--- src/design/lcpf_pkg.sv ---
// shared constants, types and helpers of the pair force pipeline
// no dependencies; the top level, lcpf_isqrt and lcpf_div take names from here by scope
`default_nettype none
package lcpf_pkg;

	// coulomb constant 332.0636 in Q16.16
	localparam logic [24:0] KC_Q16 = 25'd21762120;

	// divider geometry: numerator, denominator, quotient widths
	localparam int NUM_W = 122;
	localparam int DEN_W = 80;
	localparam int QUO_W = 57;
	localparam logic [QUO_W-1:0] S_CAP = {1'b1, {(QUO_W-1){1'b0}}};

	// square root stages, one result bit each
	localparam int SQRT_STAGES = 32;

	// register stages from accept to the last pipeline stage
	localparam int LAT = 135;

	typedef struct packed {
		logic signed [23:0] dx;
		logic signed [23:0] dy;
		logic signed [23:0] dz;
		logic               skip;
	} side_t;

	typedef struct packed {
		logic [DEN_W-1:0] rem;
		logic [QUO_W-1:0] quo;
		logic [QUO_W-1:0] nlo;
		logic [DEN_W-1:0] den;
		logic             ovf;
	} div_st_t;

	typedef struct packed {
		logic [31:0] val;
		logic        clip;
	} sat_t;

	typedef struct packed {
		logic signed [31:0] force_x;
		logic signed [31:0] force_y;
		logic signed [31:0] force_z;
		logic               skipped;
		logic               saturated;
	} out_t;

	// clip a magnitude with sign to a 32 bit two's complement word
	function automatic sat_t sat_force(input logic [55:0] m, input logic neg);
		sat_t r;
		r.clip = 1'b0;
		if (neg) begin
			if (m > 56'h0000_0080_0000_00) begin
				r.val  = 32'h8000_0000;
				r.clip = 1'b1;
			end else begin
				r.val = 32'd0 - m[31:0];
			end
		end else begin
			if (m > 56'h0000_007F_FFFF_FF) begin
				r.val  = 32'h7FFF_FFFF;
				r.clip = 1'b1;
			end else begin
				r.val = m[31:0];
			end
		end
		return r;
	endfunction

endpackage
`default_nettype wire

--- src/design/lcpf_isqrt.sv ---
// pipelined integer square root of a 64 bit value, one root bit per stage
// uses lcpf_pkg for the stage count
`default_nettype none
module lcpf_isqrt (
	input  wire logic        clk,
	input  wire logic        en,
	input  wire logic [63:0] rad,
	output logic      [31:0] root
);

	logic [63:0] v_q [lcpf_pkg::SQRT_STAGES];
	logic [63:0] r_q [lcpf_pkg::SQRT_STAGES];

	for (genvar i = 0; i < lcpf_pkg::SQRT_STAGES; i++) begin : g_stage
		localparam logic [63:0] BIT = 64'd1 << (62 - 2 * i);
		logic [63:0] vin;
		logic [63:0] rin;
		logic [63:0] trial;
		logic        ge;

		if (i == 0) begin : g_first
			assign vin = rad;
			assign rin = '0;
		end else begin : g_next
			assign vin = v_q[i-1];
			assign rin = r_q[i-1];
		end

		assign trial = rin + BIT;
		assign ge    = vin >= trial;

		always_ff @(posedge clk) begin
			if (en) begin
				v_q[i] <= ge ? vin - trial : vin;
				r_q[i] <= ge ? (rin >> 1) + BIT : rin >> 1;
			end
		end
	end

	assign root = r_q[lcpf_pkg::SQRT_STAGES-1][31:0];

endmodule
`default_nettype wire

--- config.mk ---
export PLATFORM = sky130hd
export DESIGN_NAME = lcpf_isqrt
export DESIGN_NICKNAME = d
export VERILOG_FILES = /design/src/design/lcpf_pkg.sv /design/src/design/lcpf_isqrt.sv
export SDC_FILE = /design/constraint.sdc
export NUM_CORES = 2
export LEC_CHECK = 0
export ABC_CLOCK_PERIOD_IN_PS = 4290
export BUFFER_PORTS_ARGS = -buffer_cell sky130_fd_sc_hd__buf_2
export CAP_MARGIN = 20
export CORE_ASPECT_RATIO = 1.75
export CORE_MARGIN = 10
export CORE_UTILIZATION = 60
export CTS_BUF_LIST = sky130_fd_sc_hd__clkbuf_2 sky130_fd_sc_hd__clkbuf_4 sky130_fd_sc_hd__clkbuf_8
export DETAILED_ROUTE_END_ITERATION = 8
export GPL_ROUTABILITY_DRIVEN = 0
export PLACE_DENSITY = 0.76
export SLEW_MARGIN = 20
export SYNTH_ARGS = -nofsm -noshare
export SYNTH_HDL_FRONTEND = slang
export SYNTH_SLANG_ARGS = --single-unit
--- constraint.sdc ---
create_clock -name clk -period 4.29 [get_ports clk]
set_input_delay 1.287 -clock clk [delete_from_list [all_inputs] [get_ports clk]]
set_output_delay 1.287 -clock clk [all_outputs]
set_load 0.005 [all_outputs]
## Yosys cells after proc, flatten, opt, wreduce, memory -nomap -nowiden

Memory sizes are Yosys's and may differ from the RTL's.
Cells that the tools add are included.

| word-level totals | value |
|---|---|
| flip-flop bits (word level) | 0 |
| memories | 2 |
| word-level logic and storage cells | 194 |
| RAM bits | 4096 |
| input port bits | 66 |
| output and inout port bits | 32 |

| operators by class | value |
|---|---|
| multiplexer cells | 66 |
| add/sub/neg operators | 94 |
| magnitude comparators | 32 |

Memories:

| memory | words | width | rd ports | clocked after Yosys merged registers in | wr ports | line | source |
|---|---|---|---|---|---|---|---|
| r_q | 32 | 64 | 32 | 0 | 32 | lcpf_isqrt.sv:12 | `logic [63:0] r_q [lcpf_pkg::SQRT_STAGES];` |
| v_q | 32 | 64 | 31 | 0 | 32 | lcpf_isqrt.sv:11 | `logic [63:0] v_q [lcpf_pkg::SQRT_STAGES];` |

Operators by type and width:

| operator | count |
|---|---|
| 64-bit 2-to-1 mux | 63 |
| 64-bit greater-or-equal comparator | 31 |
| 64-bit subtractor | 31 |
| 63-bit by 1-bit adder with 64-bit output (second input constant) | 1 |
| 63-bit by 11-bit adder with 64-bit output (second input constant) | 1 |
| 63-bit by 13-bit adder with 64-bit output (second input constant) | 1 |
| 63-bit by 15-bit adder with 64-bit output (second input constant) | 1 |
| 63-bit by 17-bit adder with 64-bit output (second input constant) | 1 |
| 63-bit by 19-bit adder with 64-bit output (second input constant) | 1 |
| 63-bit by 21-bit adder with 64-bit output (second input constant) | 1 |
| 63-bit by 23-bit adder with 64-bit output (second input constant) | 1 |
| 63-bit by 25-bit adder with 64-bit output (second input constant) | 1 |
| 63-bit by 27-bit adder with 64-bit output (second input constant) | 1 |
| 63-bit by 29-bit adder with 64-bit output (second input constant) | 1 |
| 63-bit by 3-bit adder with 64-bit output (second input constant) | 1 |
| 63-bit by 31-bit adder with 64-bit output (second input constant) | 1 |
| 63-bit by 33-bit adder with 64-bit output (second input constant) | 1 |
| 63-bit by 35-bit adder with 64-bit output (second input constant) | 1 |
| 63-bit by 37-bit adder with 64-bit output (second input constant) | 1 |
| 63-bit by 39-bit adder with 64-bit output (second input constant) | 1 |
| 63-bit by 41-bit adder with 64-bit output (second input constant) | 1 |
| 63-bit by 43-bit adder with 64-bit output (second input constant) | 1 |
| 63-bit by 45-bit adder with 64-bit output (second input constant) | 1 |
| 63-bit by 47-bit adder with 64-bit output (second input constant) | 1 |
| other kinds (45) | 46 |

## Depth between registers and ports, before layout

An unclocked memory read counts as a cell.

| logic depth | value |
|---|---|
| depth after elaboration | 4 |
| mapped depth | 15 |
| mapped depth without buffers | 13 |

## Least setup slack after synthesis

Ideal clock, no wire load.

| timing | value |
|---|---|
| path type | register to register |
| start point | mem v_q[16][30] |
| end point | mem v_q[17][56] (data pin) |
| arrival | 3.131 ns |
| setup slack | 0.901 ns |
| stages on the path, launching flop included | 11 |
| library setup time | 0.258 ns |
| path through | edfxtp_1 ha_1 nor2b_1 o31a_1 o41a_1 a221oi_2 a21oi_1 nor4_2 nand2b_1 or4_1 xnor2_1 |

RTL lines:

| what | line |
|---|---|
| start: declaration | lcpf_isqrt.sv:11 |

==> run metrics <==
initial antenna violation count 4; boundary pin count 98; Nets 10600; Vias 78600; Worst R2R Start v_q[23][32]$_DFFE_PP_; row cnt 216; vias in the first global route 82800; fin crit period 4.35 ns; overall die width 357 microns; Longest Clk Path Bufs 4; Final period util 1.01; P&R area growth vs syn 10.6%; CTS Buf Count 348; most used flip-flop cell after synthesis edfxtp_1; syn_nets 10000; Yosys warning count 0; status finished, violations left; iteration count of the initial detailed-routing pass 6; Worst-path clk slew 0.07 ns; Post-synth ARST share 0; Synth area leader edfxtp_1; largest net degree at the start of global routing 157; Setup crit start kind flop; CP endpoint kind flop; Least-Margin Pin Slew 1.22 ns; setup slack, reg-to-reg -0.06 ns; Initial Utilization 0.604; drt total wl 300000 microns; Final Worst Setup Slack -0.0572 ns; first-pass GRT wire length 449000 microns; Mapped Area 120000 sq um; Endpoint, Worst Hold r_q[11][103]$_DFFE_PP_; crit-path max FO 5; H-tree levels 5; failing checks setup timing; R2R depth 13; final hold vios 0; sequential area share after synthesis 0.631; family with the most delay on the worst path simple AND/OR/NAND/NOR gates; Fin Setup TNS -0.129 ns; CP Buf/Inv Count 3; Crit path largest cell delay 0.69 ns; Syn Area/Cell 12.7 sq um; Slew Limit Fails 0; DRT iter0 DRCs 5108; Hold Path Origin r_q[11][40]$_DFFE_PP_; CP required 4.93 ns; Clock Latency Late Sink 1.02 ns; Max rail drop VDD 0.000502 V; die area 218000 sq um; Setup Skew 0.126 ns; die height 611 microns; power density over the cells 512 nW/um^2; # DRC 0; TritonCTS clock tree done; final setup fails 4; Mapped Cells 9402; clk sink count 2512; Cell Chain, Critical Path ha_4 -> or4b_2 -> nor4_2 -> nand4_1 -> nor3_4 -> buf_4 -> or4b_4 -> nor3_2 -> a221oi_2 -> buf_4 -> buf_6 -> nand4_1 -> xnor2_1; share of layout cells above drive strength 1 0.111; Fmax 230 MHz; Netlist cell types 99; static leakage 0.0506 uW; largest cells by area after synthesis edfxtp_1 63%, ha_1 5.8%, xnor2_1 3.4%, xor2_1 2.9%, a21oi_1 2.6%; Setup CP Type reg2reg; DP Wirelength 228000 microns; root buf cell clkbuf_8; crit path DAT 4.99 ns; DR vias/cell 6.12; capture point of the worst reg-to-reg path v_q[24][59]$_DFFE_PP_; fraction of post-synthesis cell area in the top cell type by area 0.631; WL per Instance 23.4 microns; slew margin rel. 0.176; Max Cap Viol 0; synthesis-stage register bit count 2512; Hold Slack 0.404 ns; worst hold path type reg2reg; IO buf count 97; hold path cells 0; antenna viol nets, final 0; GR Util All Layers 0.268; Critical Path Slowest Stage Cell nand4_1; number of flops mapped to enable cells by yosys 2512; total gr overflow 0; CORE AREA 198000 sq um
-- repair_timing --
| action | CTS | global route |
|---|---|---|
| cloned | 0 | 1 |
| gates resized for setup | 10 | 15 |
| hold buffers | 0 | 0 |
| setup buffers | 0 | 8 |
| pin swaps | 2 | 10 |
| endpoints found under the setup margin | 36 | 48 |
-- metrics by stage --
| stage | power [uW] | worst slack [ns] | util | std cells | area [sq um] |
|---|---|---|---|---|---|
| floorplan | 43700 | 0.901 | - | 9402 | 120000 |
| global placement | 48300 | -1.49 | 0.632 | 12200 | 125000 |
| detailed placement | 49100 | -0.503 | 0.632 | 12200 | 125000 |
| CTS | 67500 | 0.0128 | 0.667 | 12800 | 132000 |
| global route | 70600 | -0.0253 | 0.668 | 12900 | 132000 |
| finish | 67700 | -0.0572 | 0.668 | 12900 | 132000 |
-- logic make-up after synthesis --
logic type,synth area share
AND/OR/NAND/NOR,0.118
flip-flops,0.631
AO/OA/AOI/OAI,0.0912
buffers and inverters,0.0279
XOR/XNOR,0.0634
adder cells (fa/ha/maj),0.0584
multiplexers,0.0103
-- worst max path at each step --
stage	startpoint	end	cells after the start
2_1_floorplan	v_q[16][30]$_DFFE_PP_	v_q[17][56]$_DFFE_PP_	10
3_3_place_gp	v_q[18][44]$_DFFE_PP_	v_q[19][55]$_DFFE_PP_	11
3_5_place_dp	v_q[18][44]$_DFFE_PP_	v_q[19][55]$_DFFE_PP_	12
4_1_cts	v_q[23][32]$_DFFE_PP_	v_q[24][59]$_DFFE_PP_	12
5_1_grt	v_q[18][44]$_DFFE_PP_	v_q[19][55]$_DFFE_PP_	13
6_report	v_q[23][32]$_DFFE_PP_	v_q[24][59]$_DFFE_PP_	13
-- state kept, by name (all words and copies together), names as in the netlist --
signal and flops:
r_q 528, v_q 1984
-- metal layers --
layer	global-route usage	wire, microns	vias up
met5	0	13	-
met4	0.246	31500	2
met3	0.0413	12300	1291
met2	0.554	176000	2759
met1	0.194	80600	38200
li1	-	-	36400
-- cell type report --
class / count / area [sq um]
antenna: 3 / 7.51
clock buffer: 442 / 5510
clock inverter: 179 / 1340
fill: 13500 / 65800
inverter: 693 / 2600
multi-input combinational: 6017 / 41000
sequential: 2512 / 75400
tap: 2616 / 3270
timing repair buffer: 391 / 3090
-- worst reg2reg max path, stage by stage, from the launching register on --
cell      delay, ns
edfxtp_1       0.43
ha_4           0.36
or4b_2         0.61
nor4_2         0.24
nand4_1        0.69
nor3_4         0.45
buf_4          0.15
or4b_4         0.14
nor3_2         0.07
a221oi_2       0.19
buf_4          0.17
buf_6          0.14
nand4_1        0.15
xnor2_1        0.21
-- synthesized netlist by cell type, types with 45 or more instances --
master,number
mux2_2,90
and3_1,55
nor2_1,636
a31oi_1,49
inv_1,688
a211oi_1,45
xor2_1,398
o21bai_1,65
edfxtp_1,2512
clkbuf_1,121
a21oi_1,627
nor4_1,332
or3_1,107
or4_1,58
ha_1,558
nand4_1,159
a21o_1,232
o21ai_0,367
o21a_1,92
nor3_1,260
xnor2_1,468
nor2b_1,75
nand3_1,135
nand2b_1,109
nand2_1,558
-- report_power, final --
part | internal (uW) | leakage, uW | total, uW | switching [uW]
clock | 9610 | 0.00359 | 18600 | 8950
combinational | 6500 | 0.0228 | 15600 | 9150
sequential | 31100 | 0.0242 | 33500 | 2380
-- cells in the final DEF, fill, tap and decap left out, drive strengths merged, types with 62 or more instances in the layout --
master / count
nor2b: 75
nand2: 558
a21oi: 627
nor4: 338
nand3: 135
edfxtp: 2512
nand4: 159
nor2: 636
or3: 108
o21a: 92
xnor2: 468
nor3: 261
clkinv: 141
ha: 558
nand2b: 109
inv: 700
o21ai: 379
clkbuf: 442
o21bai: 65
a21o: 233
mux2: 104
xor2: 398
or4: 62
buf: 391
Note: power is estimated with default switching activity, not from simulation.
